File: src/design/scpq_pkg.sv
`timescale 1ns / 1ps

package scpq_pkg;

   localparam int PRIO_W = 8;
   localparam int TAG_W  = 16;
   localparam int CNT_W  = 5;
   localparam int CAP_W  = 5;

   localparam logic [CAP_W-1:0] CAP_RESET = 5'd16;

   typedef enum logic {
      MODE_ENQ = 1'b0,
      MODE_DEQ = 1'b1
   } mode_type;

   typedef enum logic [1:0] {
      STATUS_DONE  = 2'd0,
      STATUS_FULL  = 2'd1,
      STATUS_EMPTY = 2'd2
   } status_type;

   typedef logic [CAP_W-1:0] cap_type;

   typedef struct packed {
      mode_type          mode;
      logic [PRIO_W-1:0] priority_req;
      logic [TAG_W-1:0]  payload;
   } req_type;

   typedef struct packed {
      logic              data_valid;
      logic [PRIO_W-1:0] out_priority;
      logic [TAG_W-1:0]  out_payload;
      status_type        status;
      logic [CNT_W-1:0]  count;
      logic              empty_res;
   } rsp_type;

   typedef struct packed {
      logic [PRIO_W-1:0] prio;
      logic [TAG_W-1:0]  tag;
   } slot_type;

endpackage

File: src/design/scpq_chan_if.sv
`timescale 1ns / 1ps

interface scpq_chan_if #(parameter type payload_type = logic) ();
   logic        valid;
   logic        ready;
   payload_type data;

   modport source (output valid, output data, input ready);
   modport sink (input valid, input data, output ready);
endinterface

File: src/design/scpq_ram.sv
`timescale 1ns / 1ps

module scpq_ram #(
   parameter int WIDTH = 24,
   parameter int DEPTH = 16
) (
   input  logic                     clock,
   input  logic                     wr_en,
   input  logic [$clog2(DEPTH)-1:0] wr_addr,
   input  logic [WIDTH-1:0]         wr_data,
   input  logic                     rd_en,
   input  logic [$clog2(DEPTH)-1:0] rd_addr,
   output logic [WIDTH-1:0]         rd_data
);

   logic [WIDTH-1:0] mem_ff [DEPTH];
   logic [WIDTH-1:0] rd_data_ff;

   always_ff @(posedge clock) begin
      if (wr_en) begin
         mem_ff[wr_addr] <= wr_data;
      end
      if (rd_en) begin
         rd_data_ff <= mem_ff[rd_addr];
      end
   end

   assign rd_data = rd_data_ff;

endmodule

File: src/design/scpq_seq.sv
`timescale 1ns / 1ps

module scpq_seq
   import scpq_pkg::*;
#(
   parameter int DEPTH = 16
) (
   input  logic             clock,
   input  logic             reset,
   scpq_chan_if.sink        req_if,
   input  logic [CAP_W-1:0] cap_eff,
   input  logic             clear,
   output logic             idle,
   output logic             res_valid,
   input  logic             res_ready,
   output rsp_type          res
);

   localparam int CAP_MAX = (DEPTH < 31) ? DEPTH : 31;
   localparam int SW      = $clog2(CAP_MAX);

   typedef enum logic [2:0] {
      S_IDLE,
      S_SHIFT,
      S_INSERT,
      S_DEQ,
      S_DONE
   } state_type;

   state_type         state_ff, state_in;
   logic [SW-1:0]     head_ff, head_in;
   logic [CNT_W-1:0]  count_ff, count_in;
   logic [CNT_W-1:0]  k_ff, k_in;
   logic [SW-1:0]     ptr_ff, ptr_in;
   logic [PRIO_W-1:0] prio_ff, prio_in;
   logic [TAG_W-1:0]  tag_ff, tag_in;
   rsp_type           res_ff, res_in;

   logic                     ram_we;
   logic [SW-1:0]            ram_wa;
   logic [$bits(slot_type)-1:0] ram_wd;
   logic                     ram_re;
   logic [SW-1:0]            ram_ra;
   logic [$bits(slot_type)-1:0] ram_rd;
   slot_type                 rd_slot;

   logic [SW-1:0]  enq_head;
   logic [5:0]     enq_sum;
   logic [SW-1:0]  enq_ptr;
   logic [SW-1:0]  src_idx;
   logic [SW-1:0]  head_next;

   function automatic logic [SW-1:0] wrap_dec(input logic [SW-1:0] x,
                                              input logic [CAP_W-1:0] c);
      logic [CAP_W-1:0] top;
      top = c - 5'd1;
      return (x == '0) ? SW'(top) : x - SW'(1);
   endfunction

   assign rd_slot  = slot_type'(ram_rd);
   assign enq_head = (count_ff == '0) ? '0 : head_ff;
   assign enq_sum  = 6'(enq_head) + 6'(count_ff);
   // head plus count stays below twice the capacity
   assign enq_ptr  = (enq_sum >= 6'(cap_eff)) ? SW'(enq_sum - 6'(cap_eff)) : SW'(enq_sum);
   assign src_idx  = wrap_dec(ptr_ff, cap_eff);
   assign head_next = ((5'(head_ff) + 5'd1) == cap_eff) ? '0 : head_ff + SW'(1);

   assign idle         = (state_ff == S_IDLE);
   assign req_if.ready = (state_ff == S_IDLE) && !clear;
   assign res_valid    = (state_ff == S_DONE);
   assign res          = res_ff;

   always_comb begin
      state_in = state_ff;
      head_in  = head_ff;
      count_in = count_ff;
      k_in     = k_ff;
      ptr_in   = ptr_ff;
      prio_in  = prio_ff;
      tag_in   = tag_ff;
      res_in   = res_ff;
      ram_we   = 1'b0;
      ram_wa   = ptr_ff;
      ram_wd   = {prio_ff, tag_ff};
      ram_re   = 1'b0;
      ram_ra   = src_idx;
      case (state_ff)
         S_IDLE: begin
            if (clear) begin
               head_in  = '0;
               count_in = '0;
            end else if (req_if.valid) begin
               prio_in = req_if.data.priority_req;
               tag_in  = req_if.data.payload;
               res_in  = '0;
               res_in.count     = count_ff;
               res_in.empty_res = (count_ff == '0);
               if (req_if.data.mode == MODE_ENQ) begin
                  if (count_ff >= cap_eff) begin
                     res_in.status = STATUS_FULL;
                     state_in      = S_DONE;
                  end else begin
                     head_in = enq_head;
                     k_in    = count_ff;
                     ptr_in  = enq_ptr;
                     if (count_ff == '0) begin
                        state_in = S_INSERT;
                     end else begin
                        ram_re   = 1'b1;
                        ram_ra   = wrap_dec(enq_ptr, cap_eff);
                        state_in = S_SHIFT;
                     end
                  end
               end else begin
                  if (count_ff == '0) begin
                     res_in.status = STATUS_EMPTY;
                     state_in      = S_DONE;
                  end else begin
                     ram_re   = 1'b1;
                     ram_ra   = head_ff;
                     state_in = S_DEQ;
                  end
               end
            end
         end
         S_SHIFT: begin
            // strictly larger priorities move back one slot
            if (prio_ff < rd_slot.prio) begin
               ram_we = 1'b1;
               ram_wa = ptr_ff;
               ram_wd = ram_rd;
               ptr_in = src_idx;
               k_in   = k_ff - 5'd1;
               if (k_ff == 5'd1) begin
                  state_in = S_INSERT;
               end else begin
                  ram_re = 1'b1;
                  ram_ra = wrap_dec(src_idx, cap_eff);
               end
            end else begin
               state_in = S_INSERT;
            end
         end
         S_INSERT: begin
            ram_we   = 1'b1;
            count_in = count_ff + 5'd1;
            res_in.status    = STATUS_DONE;
            res_in.count     = count_ff + 5'd1;
            res_in.empty_res = 1'b0;
            state_in = S_DONE;
         end
         S_DEQ: begin
            res_in.data_valid   = 1'b1;
            res_in.out_priority = rd_slot.prio;
            res_in.out_payload  = rd_slot.tag;
            res_in.status       = STATUS_DONE;
            res_in.count        = count_ff - 5'd1;
            res_in.empty_res    = (count_ff == 5'd1);
            count_in = count_ff - 5'd1;
            head_in  = (count_ff == 5'd1) ? '0 : head_next;
            state_in = S_DONE;
         end
         S_DONE: begin
            if (res_ready) begin
               state_in = S_IDLE;
            end
         end
         default: begin
            state_in = S_IDLE;
         end
      endcase
   end

   always_ff @(posedge clock) begin
      if (reset) begin
         state_ff <= S_IDLE;
         head_ff  <= '0;
         count_ff <= '0;
      end else begin
         state_ff <= state_in;
         head_ff  <= head_in;
         count_ff <= count_in;
      end
      k_ff    <= k_in;
      ptr_ff  <= ptr_in;
      prio_ff <= prio_in;
      tag_ff  <= tag_in;
      res_ff  <= res_in;
   end

   scpq_ram #(
      .WIDTH ($bits(slot_type)),
      .DEPTH (CAP_MAX)
   ) u_slots (
      .clock   (clock),
      .wr_en   (ram_we),
      .wr_addr (ram_wa),
      .wr_data (ram_wd),
      .rd_en   (ram_re),
      .rd_addr (ram_ra),
      .rd_data (ram_rd)
   );

   a_count_in_cap: assert property (@(posedge clock) disable iff (reset)
      count_ff <= cap_eff)
      else $error("entry count above capacity");

   a_head_in_cap: assert property (@(posedge clock) disable iff (reset)
      (count_ff != '0) |-> (5'(head_ff) < cap_eff))
      else $error("head index outside capacity");

   a_shift_has_work: assert property (@(posedge clock) disable iff (reset)
      (state_ff == S_SHIFT) |-> (k_ff != '0 && count_ff != '0))
      else $error("shift step with nothing left to move");

   a_no_rw_clash: assert property (@(posedge clock) disable iff (reset)
      (ram_we && ram_re) |-> (ram_wa != ram_ra))
      else $error("slot read and written in the same cycle");

   a_deq_not_empty: assert property (@(posedge clock) disable iff (reset)
      (state_ff == S_DEQ) |-> (count_ff != '0))
      else $error("dequeue read from an empty queue");

endmodule

File: src/design/sorted_circular_priority_queue.sv
`timescale 1ns / 1ps

// sorted priority queue in a circular slot buffer, smallest priority value first
// req_if carries one request: mode (enqueue or dequeue), priority_req and payload
// rsp_if returns one response per request: the dequeued entry if any, a status
// code (done, full on enqueue, empty on dequeue), the count and the empty flag
// csr_if writes the capacity register (1..16 slots in use, 0 acts as 1, larger
// values saturate); a write empties the queue and is taken only while idle
// one request is in flight at a time; req_if.ready is high only while idle
// enqueue walks back from the tail: each stored entry with a strictly larger
// priority moves back one slot (at most count entries), and the walk stops at
// the first entry that stays; each walk step reads one slot of the two-port
// slot RAM and writes the slot after it
// reset empties the queue and sets the capacity to 16; slot contents are not
// cleared, only slots holding live entries are ever read
// the response sits in an output register; if rsp_if stalls, the finished
// request waits in the sequencer and no new request is taken until it moves on
module sorted_circular_priority_queue
   import scpq_pkg::*;
#(
   parameter int DEPTH = 16
) (
   input  logic         clock,
   input  logic         reset,
   scpq_chan_if.sink    req_if,
   scpq_chan_if.source  rsp_if,
   scpq_chan_if.sink    csr_if
);

   localparam int CAP_MAX = (DEPTH < 31) ? DEPTH : 31;

   logic [CAP_W-1:0] cap_ff;
   logic [CAP_W-1:0] cap_eff;
   logic             seq_idle;
   logic             cap_write;
   logic             res_valid;
   logic             res_ready;
   rsp_type          res;
   logic             rsp_valid_ff;
   rsp_type          rsp_data_ff;

   assign csr_if.ready = seq_idle;
   assign cap_write    = csr_if.valid && seq_idle;

   always_ff @(posedge clock) begin
      if (reset) begin
         cap_ff <= CAP_RESET;
      end else if (cap_write) begin
         cap_ff <= csr_if.data;
      end
   end

   always_comb begin
      if (cap_ff == '0) begin
         cap_eff = 5'd1;
      end else if (32'(cap_ff) > CAP_MAX) begin
         cap_eff = 5'(CAP_MAX);
      end else begin
         cap_eff = cap_ff;
      end
   end

   scpq_seq #(
      .DEPTH (DEPTH)
   ) u_seq (
      .clock     (clock),
      .reset     (reset),
      .req_if    (req_if),
      .cap_eff   (cap_eff),
      .clear     (cap_write),
      .idle      (seq_idle),
      .res_valid (res_valid),
      .res_ready (res_ready),
      .res       (res)
   );

   assign res_ready = !rsp_valid_ff || rsp_if.ready;

   always_ff @(posedge clock) begin
      if (reset) begin
         rsp_valid_ff <= 1'b0;
      end else if (res_ready) begin
         rsp_valid_ff <= res_valid;
      end
      if (res_valid && res_ready) begin
         rsp_data_ff <= res;
      end
   end

   assign rsp_if.valid = rsp_valid_ff;
   assign rsp_if.data  = rsp_data_ff;

endmodule

File: src/flat_wrapper.sv
// flat-port wrapper written by rule: the top's interface ports become plain ports
module sorted_circular_priority_queue_flat import scpq_pkg::*;
#(
   parameter int DEPTH = 16
)
  (clock, reset, req_if_valid, req_if_data, req_if_ready, rsp_if_valid, rsp_if_data, rsp_if_ready, csr_if_valid, csr_if_data, csr_if_ready);
  scpq_chan_if #(.payload_type(req_type)) req_if_i ();
  scpq_chan_if #(.payload_type(rsp_type)) rsp_if_i ();
  scpq_chan_if #(.payload_type(cap_type)) csr_if_i ();
  input  logic clock;
  input  logic reset;
  input wire logic [$bits(req_if_i.valid)-1:0] req_if_valid;
  input wire logic [$bits(req_if_i.data)-1:0] req_if_data;
  output wire logic [$bits(req_if_i.ready)-1:0] req_if_ready;
  output wire logic [$bits(rsp_if_i.valid)-1:0] rsp_if_valid;
  output wire logic [$bits(rsp_if_i.data)-1:0] rsp_if_data;
  input wire logic [$bits(rsp_if_i.ready)-1:0] rsp_if_ready;
  input wire logic [$bits(csr_if_i.valid)-1:0] csr_if_valid;
  input wire logic [$bits(csr_if_i.data)-1:0] csr_if_data;
  output wire logic [$bits(csr_if_i.ready)-1:0] csr_if_ready;
  assign req_if_i.valid = req_if_valid;
  assign req_if_i.data = req_if_data;
  assign req_if_ready = req_if_i.ready;
  assign rsp_if_valid = rsp_if_i.valid;
  assign rsp_if_data = rsp_if_i.data;
  assign rsp_if_i.ready = rsp_if_ready;
  assign csr_if_i.valid = csr_if_valid;
  assign csr_if_i.data = csr_if_data;
  assign csr_if_ready = csr_if_i.ready;
  sorted_circular_priority_queue #(.DEPTH(DEPTH)) u_core (.clock(clock), .reset(reset), .req_if(req_if_i), .rsp_if(rsp_if_i), .csr_if(csr_if_i));
endmodule
File: config.mk
export PLATFORM = sky130hd
export DESIGN_NAME = sorted_circular_priority_queue_flat
export DESIGN_NICKNAME = d
export VERILOG_FILES = /design/src/design/scpq_pkg.sv /design/src/design/scpq_chan_if.sv /design/src/design/scpq_ram.sv /design/src/design/scpq_seq.sv /design/src/design/sorted_circular_priority_queue.sv /design/src/flat_wrapper.sv
export SDC_FILE = /design/constraint.sdc
export NUM_CORES = 1
export LEC_CHECK = 0
export BUFFER_PORTS_ARGS = -buffer_cell sky130_fd_sc_hd__clkbuf_2
export CORE_MARGIN = 3
export CORE_UTILIZATION = 50
export DETAILED_ROUTE_END_ITERATION = 6
export GPL_ROUTABILITY_DRIVEN = 0
export PLACE_DENSITY = 0.67
export SETUP_SLACK_MARGIN = 0.4
export SYNTH_ARGS = -nofsm -noshare
export SYNTH_HDL_FRONTEND = slang
export SYNTH_SLANG_ARGS = --single-unit
File: constraint.sdc
create_clock -name clock -period 6.7 [get_ports clock]
set_input_delay 1.005 -clock clock [delete_from_list [all_inputs] [get_ports clock]]
set_output_delay 1.005 -clock clock [all_outputs]
set_load 0.02 [all_outputs]
==> results of run 1 <==
## through the flow
stage | setup slack, ns | power [W] | std cells | hold slack (ns) | util, %
6_report | 0.784 | 0.00732 | 2295 | 0.417 | 57.1
5_1_grt | 0.442 | 0.00757 | 2295 | 0.426 | 57.1
4_1_cts | 0.708 | 0.00736 | 2294 | 0.418 | 57.1
3_5_place_dp | 0.712 | 0.00452 | 2198 | 0.405 | 53.2
3_3_place_gp | 0.925 | 0.00451 | 2198 | 0.401 | 53.2
2_1_floorplan | 1.85 | 0.00433 | 1592 | 0.400 | -
## cell type report
type | count | share of cell area [%]
sequential | 525 | 63.0
inverter | 35 | 0.531
timing repair buffer | 113 | 2.92
clock inverter | 26 | 0.970
tap | 585 | 2.96
clock buffer | 70 | 5.78
multi-input combinational | 941 | 23.9
## flip-flops by register name, summed over array words and instances (netlist names), 5 cells and up
| name | flops |
|---|---|
| u_core.u_seq.tag_ff | 16 |
| u_core.cap_ff | 5 |
| u_core.rsp_if.data | 33 |
| u_core.u_seq.u_slots.rd_data | 24 |
| u_core.u_seq.prio_ff | 8 |
| u_core.u_seq.res | 33 |
| u_core.u_seq.k_ff | 5 |
| u_core.u_seq.u_slots.mem_ff | 384 |
| u_core.u_seq.count_ff | 5 |
## where the power goes
group	internal (W)	total [W]	switching [W]
Combinational	0.000269	0.000793	0.000524
Clock	0.00162	0.00285	0.00122
Sequential	0.00366	0.00368	0.0000230
Total	0.00555	0.00732	0.00177
## per-layer routing
| metal | GRT usage [%] | wire (µm) |
|---|---|---|
| met3 | 4.54 | 4730 |
| met2 | 35.9 | 25100 |
| met5 | 0 | 0 |
| met1 | 31.9 | 22500 |
| met4 | 6.72 | 1240 |
## synth_stat cells, types with 17 or more instances
master,number
nor3_1,20
and3_1,22
a22oi_1,72
nand2_1,237
mux2_2,17
a221o_1,26
nor2_1,53
nand3_1,17
buf_6,18
inv_1,34
clkbuf_1,33
mux2i_1,32
dfxtp_1,18
edfxtp_1,507
o211ai_1,26
a21oi_2,21
a22o_1,24
buf_2,30
ha_1,34
a21oi_1,183
o21ai_0,25
## timing repair
action / 4_1_cts / 5_1_grt
hold buffers: 0 / 0
setup endpoints to repair: 0 / 9
hold endpoints to repair: 0 / 0
## logic make-up (layout without fill, tap and decap cells)
kind of cell	count (synthesis)	after routing
flip-flops	525	525
XOR/XNOR	21	21
AO/OA/AOI/OAI	426	426
multiplexers	52	52
buffers and inverters	127	244
AND/OR/NAND/NOR	405	406
adder cells (fa/ha/maj)	36	36
## critical path, delay by kind of cell (launching register included)
kind	cells	cell delay [ns]
buffers and inverters	3	0.34
and+or+nand+nor	7	2.03
muxes	1	0.38
adders and majority gates	4	1.14
DFF	1	0.48
AOI/OAI and AO/OA	6	1.27
## final timing paths
| kind | startpoint | cells after the start | slack [ns] | endpoint |
|---|---|---|---|---|
| max | u_core.u_seq.count_ff[1] | 21 | 0.78 | u_core.u_seq.u_slots.rd_data[17] |
| min | u_core.u_seq.res[6] | 0 | 0.42 | u_core.rsp_if.data[6] |
| max reg2reg | u_core.u_seq.count_ff[1] | 21 | 0.78 | u_core.u_seq.u_slots.rd_data[17] |
| min reg2reg | u_core.u_seq.res[6] | 0 | 0.42 | u_core.rsp_if.data[6] |
==> impl_metrics.csv, run 1 <==
group,metric,value,unit
run_status,status,"completed",
final_layout,fin_nets,1740,
critical_path,critPathMaxFanout,40,
floorplan,dieArea,0.0468,mm²
detailed_routing,drt_pass1_iterations,5,
critical_path,arrival,6.24,ns
grt,grt_pass1_wl,81200,µm
sta,slew_violations,0,
floorplan,row_count,76,
logic_synthesis,synthSimpleGateAreaFrac,8.18,%
placement,hpwlAfterDp,29800,µm
sta,setup-violations-final,0,
logic_synthesis,synth_warnings,0,
logic_synthesis,synth-seq-cells,525,
clock_tree,clockRootBuffer,"clkbuf_16",
critical_path,cpMaxStageDelayCell,"and3_2",
final_layout,area_growth,11.9,%
placement,dpl_cell_area,0.0231,mm²
grt,antenna_found_initial,2,
grt,grt_pass1_vias,13554,
final_layout,most-common-layout-cells,"edfxtp_1 (507), nand2_1 (236), a21oi_1 (183)",
detailed_routing,drt-total-wl,53600,µm
logic_synthesis,synth_top_family_by_area,"compound AO/OA/AOI/OAI gates",
final_layout,antenna_cells,0,
clock_tree,cts_made_buffers,53,
detailed_routing,drt_iter0_markers,1503,
sta,finalCritPeriodShare,88.3,%
sta,fin_setup_tns,0,ns
sta,skew,0.0281,ns
logic_synthesis,synth_nets,1663,
logic_synthesis,synth_area_leaders,"edfxtp_1 (69%), a21oi_1 (4.1%), nand2_1 (4.0%)",
sta,rsz0062_at_grt,"false",
grt,grt_max_degree,167,
logic_synthesis,postSynthAreaPerCell,13.9,µm²
sta,fmax,0.169,GHz
power,power_density,296,mW/mm²
logic_synthesis,synthMuxAreaShare,2.48,%
grt,gr-total-overflow,0,
clock_tree,cts_tree,"yes",
critical_path,startpoint_type,"register",
logic_synthesis,synthDominantCellAreaShare,68.8,%
final_layout,fill_cells,3407,
logic_synthesis,synth_flop_cell,"edfxtp_1",
sta,relSlewSlack,19.1,%
floorplan,start_util,51.0,%
job,drv_cap,0,
power,p_leak,8.65,nW
final_layout,final_layout_size_suffix_gt1_share,15.0,%
critical_path,cp.required,7.02,ns
clock_tree,cts_resized,0,
power,ir_drop,198,µV
clock_tree,cts_sinks,525,
critical_path,cp_cell_sequence,"inv_1 > ha_1 > nand2_1 > and2_1 > ha_1 > inv_1 > fa_1 > nor2b_1 > or2_2 > inv_1 > ha_1 > nand3_1 > o22ai_1 > or3_1 > mux2_4 > a311o_1 > and3_2 > a21oi_2 > a22oi_1 > a22oi_1 > o211ai_1",
sta,post-route-min-period,5.92,ns
logic_synthesis,synth_xor_area_share,0.832,%
clock_tree,cts-htree-levels,2,
logic_synthesis,postSynth.asyncResetShare,0,%
floorplan,fp.dieH,216,µm
floorplan,core,0.0434,mm²
sta,worst_slew_pin_slew,1.21,ns
logic_synthesis,syn_inst,1592,
final_layout,multi_input_area,0.00591,mm²
grt,grt_usage,22.6,%
critical_path,max_stage_delay,0.62,ns
clock_tree,cts_setup_buffers,0,
sta,hold_viol_final,0,
logic_synthesis,synthesis.area,0.0221,mm²
clock_tree,clk_path_buf_depth,3,
logic_synthesis,yosysTopAreaCell,"edfxtp_1",
critical_path,path_class,"register to register",
logic_synthesis,synth-edff-count,507,
logic_synthesis,synth-compound-area-share,12.9,%
detailed_routing,vias_per_cell,6.05,
final_layout,layout_commonest_cell,"edfxtp_1",
detailed_routing,vias,13889,
detailed_routing,avgRoutedWirePerCell,23.3,µm
worst_hold_path,hp-class,"register to register",
logic_synthesis,synth_seq_area_share,70.5,%
detailed_routing,drt.antenna.violating_nets,0,
logic_synthesis,synthAdderAreaFrac,2.10,%
critical_path,endpoint_kind,"register",
floorplan,die_x,216,µm
placement,numPortBuffers,70,
detailed_routing,drc_errors,0,
clock_tree,clkLatencyLatePin,0.60,ns
clock_tree,path_clk_slew,0.06,ns
floorplan,ioPinCount,71,
logic_synthesis,synth_cell_types,76,
final_layout,finalInstanceArea,0.0248,mm²
final_layout,seq_area,0.0156,mm²
(Power assumes the default switching activity.)
==> inputs of run 2 (changes only) <==
PLACE_DENSITY = 0.66   (was 0.67)
==> run 2 against run 1 <==
Compared with the run above: sequential share of layout area is 0.60 points lower; sequential power hardly changed; worst hold slack hardly changed.
==> impl_metrics.csv, run 2 (synthesis results as in run 1) <==
group,metric,value,unit
run_status,status,"completed",
critical_path,arrival,6.29,ns
clock_tree,clk_path_buf_depth,3,
floorplan,core,0.0434,mm²
placement,hpwlAfterDp,31800,µm
sta,hold_viol_final,0,
critical_path,endpoint_kind,"register",
critical_path,cp_cell_sequence,"inv_1 > ha_1 > nand2_1 > and2_1 > ha_1 > inv_1 > fa_1 > nor2b_1 > or2_2 > inv_1 > ha_1 > nand3_1 > o22ai_1 > or3_1 > mux2_4 > a311o_2 > and3_4 > buf_4 > a21oi_1 > a22oi_1 > a22oi_1 > o211ai_1",
critical_path,r2r_slack,0.75,ns
final_layout,final_layout_size_suffix_gt1_share,16.3,%
floorplan,row_count,76,
clock_tree,path_clk_slew,0.06,ns
sta,rsz0062_at_grt,"false",
grt,gr-total-overflow,0,
final_layout,most-common-layout-cells,"edfxtp_1 (507), nand2_1 (237), a21oi_1 (183)",
sta,fin_ws,0.750,ns
job,drv_cap,0,
worst_hold_path,hp-class,"register to register",
sta,fmax,0.168,GHz
critical_path,startpoint_type,"register",
sta,fin_setup_tns,0,ns
detailed_routing,drt_iter0_markers,1458,
detailed_routing,avgRoutedWirePerCell,23.5,µm
sta,slew_violations,0,
clock_tree,clockRootBuffer,"clkbuf_16",
clock_tree,cts-htree-levels,2,
clock_tree,hold_buffers,0,
sta,post-route-min-period,5.95,ns
grt,grt_max_degree,85,
floorplan,fp.dieH,216,µm
clock_tree,cts_tree,"yes",
final_layout,fin_nets,1753,
detailed_routing,drt-total-wl,54400,µm
final_layout,largest_reg_flops,384,
sta,worst_slew_pin_slew,1.30,ns
sta,relSlewSlack,12.4,%
grt,grt_pass1_wl,80500,µm
floorplan,start_util,51.0,%
grt,grt_pass1_vias,13227,
final_layout,layout_commonest_cell,"edfxtp_1",
critical_path,path_buf_inv,4,
detailed_routing,drc_errors,0,
detailed_routing,vias_per_cell,6.00,
final_layout,post-route-util,57.6,%
critical_path,path_delay_family,"simple AND/OR/NAND/NOR gates",
floorplan,dieArea,0.0468,mm²
sta,skew,0.0267,ns
sta,setup-violations-final,0,
critical_path,path_class,"register to register",
power,ir_drop,229,µV
grt,grt_usage,22.6,%
final_layout,top_register,"u_core.u_seq.u_slots.mem_ff",
clock_tree,cts_made_buffers,53,
power,power_density,299,mW/mm²
placement,numPortBuffers,70,
detailed_routing,vias,13862,
critical_path,max_stage_delay,0.57,ns
placement,dpl_worst_slack,0.720,ns
critical_path,cp.required,7.04,ns
floorplan,ioPinCount,71,
grt,antenna_found_initial,1,
critical_path,cpMaxStageDelayCell,"or3_1",
detailed_routing,drt_pass1_iterations,6,
final_layout,area_growth,13.0,%
floorplan,die_x,216,µm
clock_tree,clkLatencyLatePin,0.62,ns
clock_tree,cts_sinks,525,
critical_path,critPathMaxFanout,42,
detailed_routing,drt.antenna.violating_nets,0,
power,p_leak,8.78,nW
sta,finalCritPeriodShare,88.8,%
run 2: worst reg2reg max path, stage by stage (launching register included):
cell	delay, ns
dfxtp_1	0.44
inv_1	0.17
ha_1	0.27
nand2_1	0.13
and2_1	0.14
ha_1	0.21
inv_1	0.08
fa_1	0.41
nor2b_1	0.16
or2_2	0.29
inv_1	0.09
ha_1	0.28
nand3_1	0.11
o22ai_1	0.10
or3_1	0.57
mux2_4	0.38
a311o_2	0.51
and3_4	0.43
buf_4	0.33
a21oi_1	0.12
a22oi_1	0.10
a22oi_1	0.23
o211ai_1	0.15
run 2: cell type report:
cell class	count	area, µm²
Timing Repair Buffer	125	826
Multi-Input combinational cell	942	5930
Clock buffer	59	1350
Sequential cell	525	15600
Tap cell	585	732
Inverter	35	131
Fill cell	3414	18400
Clock inverter	40	438
Antenna cell	1	2.50
run 2: final timing paths:
check | startpoint | end | cells past startpoint
setup / recovery | u_core.u_seq.count_ff[0] | u_core.u_seq.u_slots.rd_data[5] | 22
hold / removal | u_core.u_seq.res[4] | u_core.rsp_if.data[4] | 0
setup reg to reg | u_core.u_seq.count_ff[0] | u_core.u_seq.u_slots.rd_data[5] | 22
hold reg to reg | u_core.u_seq.res[4] | u_core.rsp_if.data[4] | 0
run 2: timing repair:
| action | 4_1_cts | 5_1_grt |
|---|---|---|
| buffers inserted | 0 | 1 |
| endpoints found under the setup margin | 0 | 15 |
| endpoints found under the hold margin | 0 | 0 |
| gates resized for setup | 0 | 3 |
run 2: metal layers:
| layer | global-route usage [%] | share of wire, % |
|---|---|---|
| met1 | 32.1 | 42 |
| met2 | 35.1 | 47 |
| met3 | 4.49 | 8.9 |
| met4 | 7.77 | 2.8 |
| met5 | 0 | 0 |
run 2: metrics by stage:
step / power, W / hold slack (ns) / cell area (µm²) / cells
CTS: 0.00751 / 0.418 / 25000 / 2308
global route: 0.00775 / 0.420 / 25000 / 2311
global placement: 0.00453 / 0.401 / 23200 / 2209
finish: 0.00748 / 0.418 / 25000 / 2312
floorplan: 0.00433 / 0.400 / 22100 / 1592
detailed placement: 0.00454 / 0.405 / 23200 / 2209
run 2: where the power goes:
part | internal, W | total (W) | switching [W]
Clock | 0.00173 | 0.00298 | 0.00125
Combinational | 0.000283 | 0.000818 | 0.000535
Sequential | 0.00366 | 0.00368 | 0.0000254
